`config.mk`:
```
export PLATFORM = sky130hd
export DESIGN_NAME = touch_key_event_classifier_core
export DESIGN_NICKNAME = d
export VERILOG_FILES = /design/src/hdl/tkec_pkg.sv /design/src/hdl/touch_key_event_classifier_core.sv /design/src/hdl/tkec_dev_table.sv /design/src/hdl/tkec_eval.sv
export VERILOG_INCLUDE_DIRS = /design/src /design/src/hdl
export SDC_FILE = /design/constraint.sdc
export NUM_CORES = 1
export LEC_CHECK = 0
export BUFFER_PORTS_ARGS = -buffer_cell sky130_fd_sc_hd__buf_4
export CORE_MARGIN = 8
export CORE_UTILIZATION = 45
export DETAILED_ROUTE_END_ITERATION = 8
export HOLD_SLACK_MARGIN = 0.15
export PLACE_DENSITY_LB_ADDON = 0.08
export SETUP_SLACK_MARGIN = 0.02
export SYNTH_ARGS = -nofsm -noshare
export SYNTH_HDL_FRONTEND = slang
export SYNTH_HIERARCHICAL = 1
export SYNTH_SLANG_ARGS = --single-unit
```
`constraint.sdc`:
```
create_clock -name clk_i -period 13.6 [get_ports clk_i]
set_input_delay 2.04 -clock clk_i [delete_from_list [all_inputs] [get_ports clk_i]]
set_output_delay 2.04 -clock clk_i [all_outputs]
set_load 0.05 [all_outputs]
```
`src/hdl/touch_key_event_classifier_core_macros.svh`:
```
// assertion macros for the touch/key event classifier
`ifndef TOUCH_KEY_EVENT_CLASSIFIER_CORE_MACROS_SVH
`define TOUCH_KEY_EVENT_CLASSIFIER_CORE_MACROS_SVH

// same-cycle implication, clocked on clk_i, off while in reset
`define TKEC_ASSERT_NOW(label, ante, cons, msg) \
  label: assert property (@(posedge clk_i) disable iff (!rst_ni) (ante) |-> (cons)) \
    else $error(msg);

// next-cycle implication, clocked on clk_i, off while in reset
`define TKEC_ASSERT_NEXT(label, ante, cons, msg) \
  label: assert property (@(posedge clk_i) disable iff (!rst_ni) (ante) |=> (cons)) \
    else $error(msg);

`endif

```
`src/hdl/tkec_pkg.sv`:
```
// types, codes and constants shared by the event classifier modules
package tkec_pkg;

  localparam int unsigned MaxDevicesDefault = 64;
  // wide enough to compare a device number against any table size up to 256
  localparam int unsigned DevRangeW = 9;
  localparam int unsigned MaxResults = 3;

  localparam logic [15:0] TapDistanceReset = 16'd20;

  localparam logic [4:0] EvSyn = 5'd0;
  localparam logic [4:0] EvKey = 5'd1;
  localparam logic [4:0] EvAbs = 5'd3;

  localparam logic [9:0] SynReport  = 10'h000;
  localparam logic [9:0] AbsMtX     = 10'h035;
  localparam logic [9:0] AbsMtY     = 10'h036;
  localparam logic [9:0] AbsMtTrack = 10'h039;

  localparam logic [9:0] KeyLowMax  = 10'h0ff;
  localparam logic [9:0] KeyHighMin = 10'h160;
  localparam logic [9:0] KeyHighMax = 10'h265;

  localparam logic [2:0] KindNewDevice = 3'd0;
  localparam logic [2:0] KindTracking  = 3'd1;
  localparam logic [2:0] KindGesture   = 3'd2;
  localparam logic [2:0] KindKey       = 3'd3;
  localparam logic [2:0] KindError     = 3'd4;

  localparam logic [1:0] RegAddrTap = 2'd0;

  typedef struct packed {
    logic [31:0]        event_index;
    logic [5:0]         device_id;
    logic [4:0]         event_type;
    logic [9:0]         event_code;
    logic signed [31:0] event_value;
  } in_word_t;

  typedef struct packed {
    logic [2:0]         notice_kind;
    logic [5:0]         device_out;
    logic               detail;
    logic [31:0]        first_index;
    logic [31:0]        closing_index;
    logic [9:0]         key_code_out;
    logic signed [31:0] report_value;
    logic signed [7:0]  contacts_before;
    logic               last_of_run;
  } out_word_t;

  typedef struct packed {
    logic               touch_active;
    logic signed [7:0]  contact_count;
    logic signed [31:0] first_tracking_value;
    logic [31:0]        touch_start_index;
    logic               swipe_seen;
    logic signed [31:0] start_x;
    logic               start_x_valid;
    logic signed [31:0] start_y;
    logic               start_y_valid;
    logic               key_pending;
    logic [9:0]         held_key_code;
    logic signed [31:0] held_key_value;
    logic [31:0]        held_key_index;
  } track_state_t;

  // class lookup for the device of the word in the evaluation stage
  typedef struct packed {
    logic in_table;
    logic known;
    logic touch;
  } dev_lookup_t;

  // class record request for a device seen for the first time
  typedef struct packed {
    logic       en;
    logic [5:0] dev;
    logic       touch;
  } dev_write_t;

endpackage

```
`src/hdl/touch_key_event_classifier_core.sv`:
```
// Touch/key event classifier. Each input word is one input-layer event; it is
// registered, evaluated and its result words go out through an output
// register. Events with no result or one result sustain one event per cycle
// while the output is not stalled; an event with n results (at most three,
// on a sync report or a first event from a device) holds the input until its
// last result leaves, one result word per cycle through the single output
// register while not stalled. The device class table is a memory read as
// the word is taken in, with per-entry valid bits cleared at reset, so no
// clearing pass is needed.
module touch_key_event_classifier_core import tkec_pkg::*; #(
  parameter int unsigned MAX_DEVICES = MaxDevicesDefault
) (
  input  logic        clk_i,
  input  logic        rst_ni,
  input  logic        in_valid_i,
  output logic        in_stall_o,
  input  in_word_t    in_word_i,
  output logic        out_valid_o,
  input  logic        out_stall_i,
  output out_word_t   out_word_o,
  input  logic        psel,
  input  logic        penable,
  input  logic        pwrite,
  input  logic [1:0]  paddr,
  input  logic [31:0] pwdata,
  output logic [31:0] prdata,
  output logic        pready
);

  `include "touch_key_event_classifier_core_macros.svh"

  logic                      item_valid_q;
  in_word_t                  item_q;
  logic [1:0]                sel_q;
  track_state_t              state_q;
  logic                      out_valid_q;
  out_word_t                 out_q;
  logic [15:0]               tap_distance_q;

  logic                      accept, out_free, emit, retire;
  logic [1:0]                count;
  out_word_t [MaxResults-1:0] slot;
  out_word_t                 pick;
  track_state_t              state_d;
  dev_write_t                wr;
  dev_write_t                wr_gated;
  dev_lookup_t               look;

  tkec_dev_table #(
    .MAX_DEVICES(MAX_DEVICES)
  ) u_dev_table (
    .clk_i      (clk_i),
    .rst_ni     (rst_ni),
    .rd_en_i    (accept),
    .rd_dev_i   (in_word_i.device_id),
    .look_dev_i (item_q.device_id),
    .wr_i       (wr_gated),
    .look_o     (look)
  );

  tkec_eval u_eval (
    .word_i         (item_q),
    .look_i         (look),
    .state_i        (state_q),
    .tap_distance_i (tap_distance_q),
    .count_o        (count),
    .slot_o         (slot),
    .state_o        (state_d),
    .wr_o           (wr)
  );

  assign out_free = !out_valid_q || !out_stall_i;
  assign emit     = item_valid_q && (count != 2'd0) && out_free;
  // the word leaves once its last result goes out, or at once if it has none
  assign retire   = item_valid_q &&
                    ((count == 2'd0) || (emit && (sel_q == (count - 2'd1))));
  assign in_stall_o = item_valid_q && !retire;
  assign accept     = in_valid_i && !in_stall_o;

  assign wr_gated.en    = wr.en && retire;
  assign wr_gated.dev   = wr.dev;
  assign wr_gated.touch = wr.touch;

  always_comb begin
    pick             = slot[sel_q];
    pick.last_of_run = (sel_q == (count - 2'd1));
  end

  always_ff @(posedge clk_i or negedge rst_ni) begin
    if (!rst_ni) begin
      item_valid_q   <= 1'b0;
      sel_q          <= '0;
      state_q        <= '0;
      out_valid_q    <= 1'b0;
      tap_distance_q <= TapDistanceReset;
    end else begin
      if (accept) begin
        item_valid_q <= 1'b1;
      end else if (retire) begin
        item_valid_q <= 1'b0;
      end
      if (retire) begin
        sel_q   <= '0;
        state_q <= state_d;
      end else if (emit) begin
        sel_q <= sel_q + 2'd1;
      end
      if (emit) begin
        out_valid_q <= 1'b1;
      end else if (!out_stall_i) begin
        out_valid_q <= 1'b0;
      end
      if (psel && penable && pwrite && (paddr == RegAddrTap)) begin
        tap_distance_q <= pwdata[15:0];
      end
    end
  end

  always_ff @(posedge clk_i) begin
    if (accept) begin
      item_q <= in_word_i;
    end
    if (emit) begin
      out_q <= pick;
    end
  end

  assign out_valid_o = out_valid_q;
  assign out_word_o  = out_q;
  assign pready      = 1'b1;
  assign prdata      = (paddr == RegAddrTap) ? {16'd0, tap_distance_q} : 32'd0;

  `TKEC_ASSERT_NOW(a_sel_in_range, item_valid_q, sel_q != 2'd3, "result select out of range")
  `TKEC_ASSERT_NEXT(a_item_held, item_valid_q && !retire, item_valid_q && $stable(item_q), "word left before its last result")
  `TKEC_ASSERT_NEXT(a_state_held, !retire, $stable(state_q), "state changed without a word leaving")
  `TKEC_ASSERT_NEXT(a_emit_shown, emit, out_valid_o, "result not presented")

endmodule

```
`src/hdl/tkec_dev_table.sv`:
```
// per-device class table: valid bits in flops, touch/key class bit in a memory
module tkec_dev_table import tkec_pkg::*; #(
  parameter int unsigned MAX_DEVICES = MaxDevicesDefault
) (
  input  logic        clk_i,
  input  logic        rst_ni,
  input  logic        rd_en_i,
  input  logic [5:0]  rd_dev_i,
  input  logic [5:0]  look_dev_i,
  input  dev_write_t  wr_i,
  output dev_lookup_t look_o
);

  localparam int unsigned IdxW = $clog2(MAX_DEVICES);

  logic [MAX_DEVICES-1:0] valid_q;
  logic                   class_mem [MAX_DEVICES];
  logic                   rd_data_q;
  logic                   fwd_q;
  logic                   fwd_data_q;

  logic [DevRangeW-1:0] rd_wide, wr_wide, look_wide;
  logic [IdxW-1:0]      rd_idx, wr_idx, look_idx;
  logic                 wr_in_table, look_in_table;

  assign rd_wide   = DevRangeW'(rd_dev_i);
  assign wr_wide   = DevRangeW'(wr_i.dev);
  assign look_wide = DevRangeW'(look_dev_i);
  assign rd_idx    = rd_wide[IdxW-1:0];
  assign wr_idx    = wr_wide[IdxW-1:0];
  assign look_idx  = look_wide[IdxW-1:0];

  assign wr_in_table   = wr_wide < DevRangeW'(MAX_DEVICES);
  assign look_in_table = look_wide < DevRangeW'(MAX_DEVICES);

  always_ff @(posedge clk_i or negedge rst_ni) begin
    if (!rst_ni) begin
      valid_q    <= '0;
      fwd_q      <= 1'b0;
      fwd_data_q <= 1'b0;
    end else begin
      if (wr_i.en && wr_in_table) begin
        valid_q[wr_idx] <= 1'b1;
      end
      if (rd_en_i) begin
        // the word leaving evaluation may record the device just being read
        fwd_q      <= wr_i.en && (wr_i.dev == rd_dev_i);
        fwd_data_q <= wr_i.touch;
      end
    end
  end

  always_ff @(posedge clk_i) begin
    if (wr_i.en && wr_in_table) begin
      class_mem[wr_idx] <= wr_i.touch;
    end
    if (rd_en_i) begin
      rd_data_q <= class_mem[rd_idx];
    end
  end

  assign look_o.in_table = look_in_table;
  assign look_o.known    = look_in_table && valid_q[look_idx];
  assign look_o.touch    = fwd_q ? fwd_data_q : rd_data_q;

endmodule

```
`src/hdl/tkec_eval.sv`:
```
// evaluation of one event: result words, next tracking state, class record
module tkec_eval import tkec_pkg::*; (
  input  in_word_t                      word_i,
  input  dev_lookup_t                   look_i,
  input  track_state_t                  state_i,
  input  logic [15:0]                   tap_distance_i,
  output logic [1:0]                    count_o,
  output out_word_t [MaxResults-1:0]    slot_o,
  output track_state_t                  state_o,
  output dev_write_t                    wr_o
);

  logic is_key, is_abs, is_sync, is_touch, new_dev;
  logic has_b, gesture, seq_err, key_ok;
  out_word_t w_new, w_b, w_gest, w_seq, w_key;

  logic signed [31:0] sx, sy;
  logic [32:0]        dx, dy, mx, my;

  always_comb begin
    is_key   = word_i.event_type == EvKey;
    is_abs   = word_i.event_type == EvAbs;
    is_sync  = (word_i.event_type == EvSyn) && (word_i.event_code == SynReport);
    new_dev  = (is_key || is_abs) && look_i.in_table && !look_i.known;
    is_touch = look_i.in_table && look_i.known && look_i.touch;
    key_ok   = (word_i.event_code <= KeyLowMax) ||
               ((word_i.event_code >= KeyHighMin) && (word_i.event_code <= KeyHighMax));

    has_b   = (is_key && !is_touch && state_i.touch_active) ||
              (is_abs && (word_i.event_code == AbsMtTrack));
    gesture = state_i.touch_active && (state_i.contact_count == 8'sd0);
    seq_err = state_i.key_pending &&
              ((state_i.held_key_index + 32'd1) != word_i.event_index);

    w_new             = '0;
    w_new.notice_kind = KindNewDevice;
    w_new.device_out  = word_i.device_id;
    w_new.detail      = is_abs;
    w_new.first_index = word_i.event_index;

    w_b            = '0;
    w_b.device_out = word_i.device_id;
    if (is_key) begin
      w_b.notice_kind = KindError;
    end else begin
      w_b.notice_kind     = KindTracking;
      w_b.report_value    = word_i.event_value;
      w_b.contacts_before = state_i.contact_count;
    end

    w_gest               = '0;
    w_gest.notice_kind   = KindGesture;
    w_gest.device_out    = word_i.device_id;
    w_gest.detail        = state_i.swipe_seen;
    w_gest.first_index   = state_i.touch_start_index;
    w_gest.closing_index = word_i.event_index;

    w_seq             = '0;
    w_seq.notice_kind = KindError;
    w_seq.device_out  = word_i.device_id;
    w_seq.detail      = 1'b1;

    w_key               = '0;
    w_key.notice_kind   = KindKey;
    w_key.device_out    = word_i.device_id;
    w_key.first_index   = state_i.held_key_index;
    w_key.closing_index = word_i.event_index;
    w_key.key_code_out  = state_i.held_key_code;
    w_key.report_value  = state_i.held_key_value;

    // pack the words that fire into the lowest slots
    if (is_sync) begin
      count_o   = 2'(gesture) + 2'(state_i.key_pending) + 2'(seq_err);
      slot_o[0] = gesture ? w_gest : (seq_err ? w_seq : w_key);
      slot_o[1] = (gesture && seq_err) ? w_seq : w_key;
      slot_o[2] = w_key;
    end else begin
      count_o   = 2'(new_dev) + 2'(has_b);
      slot_o[0] = new_dev ? w_new : w_b;
      slot_o[1] = w_b;
      slot_o[2] = w_b;
    end

    wr_o.en    = new_dev;
    wr_o.dev   = word_i.device_id;
    wr_o.touch = is_abs;

    // axis travel from the start position
    sx = state_i.start_x_valid ? state_i.start_x : word_i.event_value;
    sy = state_i.start_y_valid ? state_i.start_y : word_i.event_value;
    dx = {sx[31], sx} - {word_i.event_value[31], word_i.event_value};
    dy = {sy[31], sy} - {word_i.event_value[31], word_i.event_value};
    mx = dx[32] ? (33'd0 - dx) : dx;
    my = dy[32] ? (33'd0 - dy) : dy;

    state_o = state_i;
    if (is_key) begin
      if (is_touch ? key_ok : !state_i.touch_active) begin
        state_o.key_pending    = 1'b1;
        state_o.held_key_code  = word_i.event_code;
        state_o.held_key_value = word_i.event_value;
        state_o.held_key_index = word_i.event_index;
      end
    end else if (is_abs) begin
      if (word_i.event_code == AbsMtTrack) begin
        if (word_i.event_value != -32'sd1) begin
          if (state_i.contact_count == 8'sd0) begin
            state_o.first_tracking_value = word_i.event_value;
            state_o.touch_start_index    = word_i.event_index;
            state_o.touch_active         = 1'b1;
          end
          // a lower id than the first one does not add a contact
          if (!((state_i.contact_count > 8'sd0) &&
                (word_i.event_value < state_i.first_tracking_value)) &&
              (state_i.contact_count != 8'sd127)) begin
            state_o.contact_count = state_i.contact_count + 8'sd1;
          end
        end else if (state_i.contact_count != -8'sd128) begin
          state_o.contact_count = state_i.contact_count - 8'sd1;
        end
      end else if (word_i.event_code == AbsMtX) begin
        state_o.start_x       = sx;
        state_o.start_x_valid = 1'b1;
        if (mx > 33'(tap_distance_i)) begin
          state_o.swipe_seen = 1'b1;
        end
      end else if (word_i.event_code == AbsMtY) begin
        state_o.start_y       = sy;
        state_o.start_y_valid = 1'b1;
        if (my > 33'(tap_distance_i)) begin
          state_o.swipe_seen = 1'b1;
        end
      end
    end else if (is_sync) begin
      if (gesture) begin
        state_o.touch_active         = 1'b0;
        state_o.contact_count        = '0;
        state_o.first_tracking_value = '0;
        state_o.touch_start_index    = '0;
        state_o.swipe_seen           = 1'b0;
        state_o.start_x              = '0;
        state_o.start_x_valid        = 1'b0;
        state_o.start_y              = '0;
        state_o.start_y_valid        = 1'b0;
      end
      if (state_i.key_pending) begin
        state_o.key_pending    = 1'b0;
        state_o.held_key_code  = '0;
        state_o.held_key_value = '0;
        state_o.held_key_index = '0;
      end
    end
  end

endmodule
```
# [Yosys cells after proc, flatten, opt, wreduce, memory -nomap -nowiden]
# Memories as Yosys holds them, arrays and structs flattened. A register that Yosys moved wholly into a read port is not among the register bits.
# Index checks and enable logic that the tools add are counted.
[word_totals] mem_count=1 output_inout_bits=160 ram_bits=64 reg_bits=511 inputBits=126
[memory_table] name="u_dev_table.class_mem" words=64 width=1 read_ports=1 rd_ports_with_merged_regs=1 wr=1 line="tkec_dev_table.sv:17" text="logic class_mem [MAX_DEVICES];"
[classes] reduce_logical=60 n_lt_le_gt_ge=11 add_sub_neg=12 bitwise=2 muxes=52 n_eq_ne=26
[op_table] cell="125-bit two-way mux" count=5
[op_table] cell="375-bit two-way mux" count=1
[op_table] cell="140-bit two-way mux" count=2
[op_table] cell="125-bit binary-select mux with 2-bit select" count=1
[op_table] cell="75-bit two-way mux" count=3
[op_table] cell="215-bit two-way mux" count=1
[op_table] cell="33-bit two-way mux" count=5
[op_table] cell="64-bit two-way mux" count=2
[op_table] cell="74-bit two-way mux" count=1
[op_table] cell="73-bit two-way mux" count=1
[op_table] cell="67-bit two-way mux" count=1
[op_table] cell="33-bit by 16-bit greater-than comparator with 1-bit output" count=2
[op_table] cell="1-bit by 33-bit subtractor with 33-bit output, first input constant" count=2
[op_table] cell="32-bit by 32-bit subtractor with 33-bit output" count=2
[op_table] cell="32-bit two-way mux" count=2
[op_table] cell="64-bit OR" count=1
[op_table] cell="40-bit two-way mux" count=1
[op_table] cell="32-bit by 1-bit adder with 32-bit output, second input constant" count=1
[op_table] cell="32-bit < comparator" count=1
[op_table] cell="32-bit by 1-bit != test with 1-bit output, second input constant" count=1
[op_table] cell="32-bit != test" count=1
[op_table] cell="10-bit by 6-bit == test with 1-bit output, second input constant" count=3
[op_table] cell="1-bit logical AND" count=28
[op_table] cell="8-bit two-way mux" count=3
[op_table] cell="other kinds (40)" count=92

# [Longest topological paths before layout]
[depth] ltp_word=22 ltp_mapped=31 mapped_depth_nobuf=27

# [Modules after synthesis]
# Netlist, hierarchy kept.
[modules_own_cells] module="touch_key_event_classifier_core" cells_each=1180 seq_area_each_um2=12189.2 area_each_um2=18430.2 n_inst=1
[modules_own_cells] module="tkec_eval" cells_each=2750 seq_area_each_um2=0.0 area_each_um2=16372.0 n_inst=1
[modules_own_cells] module="tkec_dev_table" cells_each=398 seq_area_each_um2=3603.5 area_each_um2=5654.2 n_inst=1

# [Least setup slack after synthesis]
# Ideal clock, no wire load.
[synth_path] path_type="register to register" start="register state_q[0] in the netlist's numbering" end="register out_q, in the netlist out_word_o[0], enable pin" arrival_ns=9.746 setup_slack_ns=3.201 period_less_slack_ns=10.399 path_stages_with_launch=19 path_cell_list="dfrtp_1 > ha_1 > nand3_1 > nor3_1 > nand2_1 > nor3_1 > and3b_1 > nor3_1 > a211oi_1 > a31oi_1 > nor3_1 > a31oi_1 > fa_1 > nand2_1 > nand2_1 > inv_1 > ha_1 > nand2b_1 > a21oi_1"
[synth_via] elab_chain_len=8
[synth_rtl] item="from (decl)" line="touch_key_event_classifier_core.sv:35" text="track_state_t state_q;"
[synth_rtl] item="from (signal assigned)" line="touch_key_event_classifier_core.sv:104" text="state_q <= state_d;"
[synth_rtl] item="32-bit by 1-bit adder with 32-bit output" line="tkec_eval.sv:33" text="((state_i.held_key_index + 32'd1) != word_i.event_index);"
[synth_rtl] item="32-bit != test" line="tkec_eval.sv:33"
[synth_rtl] item="1-bit logical AND" line="tkec_eval.sv:32" text="seq_err = state_i.key_pending &&"
[synth_rtl] item="2-bit by 1-bit adder with 2-bit output" line="tkec_eval.sv:73" text="count_o = 2'(gesture) + 2'(state_i.key_pending) + 2'(seq_err);"
[synth_rtl] item="2-bit two-way mux" line="tkec_eval.sv:72" text="if (is_sync) begin"
[synth_rtl] item="via count[0]" line="touch_key_event_classifier_core.sv:41" text="logic [1:0] count;"
[synth_rtl] item="2-bit nonzero test" line="touch_key_event_classifier_core.sv:73" text="assign emit = item_valid_q && (count != 2'd0) && out_free;"
[synth_rtl] item="1-bit logical AND (2 in series)" line="touch_key_event_classifier_core.sv:73"
[synth_rtl] item="via emit" line="touch_key_event_classifier_core.sv:40" text="logic accept, out_free, emit, retire;"
[synth_rtl] item="to (signal assigned)" line="touch_key_event_classifier_core.sv:124" text="out_q <= pick;"
[synth_rtl] item="to (decl)" line="touch_key_event_classifier_core.sv:37" text="out_word_t out_q;"
# The timed path passes the listed nets, and every way through them passes these cells.
# A chain may end at the register's enable or synchronous reset.

# [Final worst setup path]
[layout_path] start="register state_q[0] in the netlist's numbering" end="output in_stall_o"
[layout_via] elab_chain_len=13 elab_cells_between_ends=16
[layout_rtl] item="32-bit by 1-bit adder with 32-bit output *" line="tkec_eval.sv:33"
[layout_rtl] item="32-bit != test *" line="tkec_eval.sv:33"
[layout_rtl] item="1-bit logical AND *" line="tkec_eval.sv:32"
[layout_rtl] item="2-bit by 1-bit adder with 2-bit output *" line="tkec_eval.sv:73"
[layout_rtl] item="2-bit two-way mux *" line="tkec_eval.sv:72"
[layout_rtl] item="via count[0]" line="touch_key_event_classifier_core.sv:41"
[layout_rtl] item="parallel branches: the longest is 4 deep, another holds 2-bit by 1-bit subtractor with 2-bit output"
[layout_rtl] item="1-bit logical OR *" line="touch_key_event_classifier_core.sv:76" text="((count == 2'd0) || (emit && (sel_q == (count - 2'd1))));"
[layout_rtl] item="1-bit logical AND *" line="touch_key_event_classifier_core.sv:75" text="assign retire = item_valid_q &&"
[layout_rtl] item="1-bit logical NOT *" line="touch_key_event_classifier_core.sv:77" text="assign in_stall_o = item_valid_q && !retire;"
[layout_rtl] item="1-bit logical AND *" line="touch_key_event_classifier_core.sv:77"
[layout_rtl] item="to (decl)" line="touch_key_event_classifier_core.sv:16" text="output logic in_stall_o,"
# Mark *: on every way through the listed nets, which the timed path passes.

==> flow_summary.html <==
<table>
<tr><th>Metric</th><th>Value</th></tr>
<tr><th colspan="2">Clock network</th></tr>
<tr><td>Buffer depth of the longest clock path</td><td>3</td></tr>
<tr><td>Number of sinks handled by clock tree synthesis</td><td>576</td></tr>
<tr><td>Post-CTS setup buffer count</td><td>0</td></tr>
<tr><td>TritonCTS clock tree</td><td>built</td></tr>
<tr><td>Clock slew at the register clock pins of the worst setup and hold paths</td><td>0.06 ns</td></tr>
<tr><td>Cells resized by post-CTS repair</td><td>0</td></tr>
<tr><td>Latest clock arrival within the worst-skew pair</td><td>roughly 0.65 ns</td></tr>
<tr><td>Clk Tree Root Cell</td><td>sky130_fd_sc_hd__clkbuf_16</td></tr>
<tr><td>Number of buffers added to fix hold violations after cts</td><td>0</td></tr>
<tr><td>Total CTS buffers</td><td>~70</td></tr>
<tr><td>H-tree levels</td><td>3</td></tr>
<tr><th colspan="2">Hold path</th></tr>
<tr><td>Class of the most critical hold timing path</td><td>flip-flop to flip-flop</td></tr>
<tr><th colspan="2">Route</th></tr>
<tr><td>Avg WL per Cell</td><td>around 22 um</td></tr>
<tr><td>Drt total wl</td><td>120000 um</td></tr>
<tr><td>Number of vias after detailed routing</td><td>32700</td></tr>
<tr><td>Vias per cell</td><td>5.86</td></tr>
<tr><td>Number of nets with antenna violations after detailed routing</td><td>0</td></tr>
<tr><td>DRC Markers</td><td>0</td></tr>
<tr><td>Number of violations reported at the end of detailed-routing iteration 0</td><td>2897</td></tr>
<tr><td>First drt pass iteration count</td><td>9</td></tr>
<tr><th colspan="2">Layout</th></tr>
<tr><td>Commonest non-fill, non-tap cells in the layout</td><td>sky130_fd_sc_hd__nand2_1 (478), sky130_fd_sc_hd__nor2_1 (377), sky130_fd_sc_hd__dfrtp_1 (297), sky130_fd_sc_hd__buf_4 (296), sky130_fd_sc_hd__o21ai_0 (278)</td></tr>
<tr><td>Total number of nets in the final design</td><td>about 4600</td></tr>
<tr><td>Leading cell type in the layout, fill and taps excluded</td><td>sky130_fd_sc_hd__nand2_1</td></tr>
<tr><td>Fill cell total of the finished layout</td><td>8368</td></tr>
<tr><td>Fin area</td><td>about 45000 um^2</td></tr>
<tr><td>Inserted Diodes</td><td>0</td></tr>
<tr><td>Signed area change from the synthesized netlist to the final layout</td><td>11.0%</td></tr>
<tr><td>Fraction of layout cells with a size suffix above 1</td><td>between 15 and 20%</td></tr>
<tr><th colspan="2">Job</th></tr>
<tr><td>Count of max-cap constraint violations</td><td>0</td></tr>
<tr><th colspan="2">GRT</th></tr>
<tr><td>Pin count of the biggest net entering global routing</td><td>approximately 140</td></tr>
<tr><td>Remaining global-route overflow</td><td>0</td></tr>
<tr><td>Initial antenna violation count</td><td>1</td></tr>
<tr><td>Total GRT Usage</td><td>23.4%</td></tr>
<tr><td>Vias in the first global route</td><td>31400</td></tr>
<tr><td>First-pass GRT wire length</td><td>approximately 190000 um</td></tr>
<tr><th colspan="2">Place</th></tr>
<tr><td>Port Buffer Count</td><td>roughly 250</td></tr>
<tr><td>Global placer's final weighted congestion</td><td>about 0.9</td></tr>
<tr><td>Post-DP Area</td><td>~43000 um^2</td></tr>
<tr><td>Detailed placer's ending HPWL</td><td>80200 um</td></tr>
<tr><th colspan="2">Die</th></tr>
<tr><td>Initial Util</td><td>a little under half</td></tr>
<tr><td>Count of pins on the block boundary</td><td>roughly 290</td></tr>
<tr><td>Placeable Area</td><td>~90000 um^2</td></tr>
<tr><td>Area of the die</td><td>99700 um^2</td></tr>
<tr><td>Floorplan row count</td><td>110</td></tr>
<tr><td>Die width</td><td>316 um</td></tr>
<tr><td>Die height</td><td>316 um</td></tr>
<tr><th colspan="2">Critical path</th></tr>
<tr><td>Critical Setup Path Class</td><td>flip-flop to primary output</td></tr>
<tr><td>Crit path required time</td><td>between 10 and 15 ns</td></tr>
<tr><td>Critical path endpoint category</td><td>primary output</td></tr>
<tr><td>Crit path launch type</td><td>flip-flop</td></tr>
<tr><td>Worst reg-to-reg setup slack</td><td>5.28 ns</td></tr>
<tr><td>Peak fanout along the critical path</td><td>9</td></tr>
<tr><td>Arr. time, crit path</td><td>around 6.3 ns</td></tr>
<tr><th colspan="2">Outcome</th></tr>
<tr><td>Outcome</td><td>finished clean</td></tr>
<tr><th colspan="2">Logic synthesis</th></tr>
<tr><td>Average cell area after synthesis</td><td>just over 9 um^2</td></tr>
<tr><td>Synth Warn #</td><td>6</td></tr>
<tr><td>Netlist area before placement</td><td>approximately 40000 um^2</td></tr>
<tr><td>Number of instances in the synthesized netlist</td><td>~4300</td></tr>
<tr><th colspan="2">STA</th></tr>
<tr><td>Post-route minimum period</td><td>8.36 ns</td></tr>
<tr><td>Smallest hold slack</td><td>between 0.4 and 0.5 ns</td></tr>
<tr><td>Slew at the pin closest to its max-slew limit</td><td>around 1.1 ns</td></tr>
<tr><td>Number of failing hold endpoints at the final stage</td><td>0</td></tr>
<tr><td>Setup Viol. Count Final</td><td>0</td></tr>
<tr><td>RSZ-0062 raised after global routing</td><td>false</td></tr>
<tr><td>Total Negative Setup Slacks</td><td>0 ns</td></tr>
<tr><td>Worst clock skew</td><td>0.0307 ns</td></tr>
<tr><td>Number of pins with negative max-slew slack in the final report</td><td>0</td></tr>
<tr><td>Worst slew margin relative to its limit</td><td>between 20% and 30%</td></tr>
<tr><td>Highest attainable clock frequency</td><td>about 0.12 GHz</td></tr>
<tr><td>Share of the cycle needed by the critical path after routing</td><td>61.4%</td></tr>
<tr><th colspan="2">Power</th></tr>
<tr><td>Post-layout power</td><td>between 5 and 6 mW</td></tr>
<tr><td>Leakage power</td><td>18.7 nW</td></tr>
<tr><td>Worst IR drop on VDD</td><td>a little over 0.00008 V</td></tr>
<tr><td>Power density normalized to cell area</td><td>approximately 120 nW/um^2</td></tr>
</table>
metal layers:
layer,wire [um],track usage [%]
met5,0,0
met4,3350,7.35
met3,6450,3.10
met2,54900,37.5
met1,55400,32.9
worst paths after layout:
path	from	endpoint	cells after the start
max	state_q[0]	in_stall_o	19
min	u_dev_table/valid_q[56]	u_dev_table/valid_q[56]	1
max reg2reg	state_q[0]	state_q[75]	22
min reg2reg	u_dev_table/valid_q[56]	u_dev_table/valid_q[56]	1
max in group asynchronous	rst_ni	sel_q[0]	2
min in group asynchronous	rst_ni	state_q[70]	1
registers in the layout, indices dropped and copies added (netlist names):
| name | flops |
|---|---|
| item_q | 85 |
| item_valid_q | 1 |
| out_valid_o | 1 |
| out_word_o | 125 |
| sel_q | 2 |
| state_q | 215 |
| tap_distance_q | 16 |
| u_dev_table/class_mem | 64 |
| u_dev_table/fwd_data_q | 1 |
| u_dev_table/fwd_q | 1 |
| u_dev_table/rd_data_q | 1 |
| u_dev_table/valid_q | 64 |
final cells by class:
class | count | area [um^2] | share of cell area (%)
well taps | 1176 | 1470 | 3.28
flip-flops and latches | 576 | 15800 | 35.2
inverters | 154 | 579 | 1.29
multi-input cells | 3254 | 22500 | 50.0
clock inverters | 39 | 464 | 1.03
clock buffers | 88 | 1870 | 4.16
repair buffers | 298 | 2260 | 5.03
report_power, final:
part / total (mW) / switching (mW) / leakage [nW] / internal (mW)
registers: 2.19 / 0.230 / 6.95 / 1.96
logic: 1.16 / 0.632 / 10.6 / 0.526
clock network: 1.92 / 0.786 / 1.13 / 1.13
per-stage QoR:
stage / setup WS (ns) / instances / utilization [%]
finish: 5.24 / 5585 / 50.1
global route: 4.71 / 5585 / 50.1
CTS: 5.30 / 5585 / 50.1
detailed placement: 5.39 / 5458 / 47.5
global placement: 5.47 / 5458 / 47.5
floorplan: 3.20 / 4340 / -
worst max-delay path: stages, from the launching register on:
cell,delay (ns)
sky130_fd_sc_hd__dfrtp_1,0.51
sky130_fd_sc_hd__ha_1,0.28
sky130_fd_sc_hd__nand3_1,0.20
sky130_fd_sc_hd__nor3_1,0.46
sky130_fd_sc_hd__nand2_1,0.21
sky130_fd_sc_hd__nor3_1,0.69
sky130_fd_sc_hd__and3b_1,0.27
sky130_fd_sc_hd__nor3_1,0.05
sky130_fd_sc_hd__a211oi_1,0.20
sky130_fd_sc_hd__a31oi_1,0.09
sky130_fd_sc_hd__nor3_1,0.22
sky130_fd_sc_hd__a31oi_1,0.28
sky130_fd_sc_hd__fa_1,0.60
sky130_fd_sc_hd__nand2_1,0.06
sky130_fd_sc_hd__nand2_1,0.21
sky130_fd_sc_hd__inv_1,0.07
sky130_fd_sc_hd__ha_1,0.30
sky130_fd_sc_hd__xor2_1,0.20
sky130_fd_sc_hd__a31oi_1,0.48
sky130_fd_sc_hd__buf_4,0.29
Note: power is estimated with default switching activity, not from simulation.
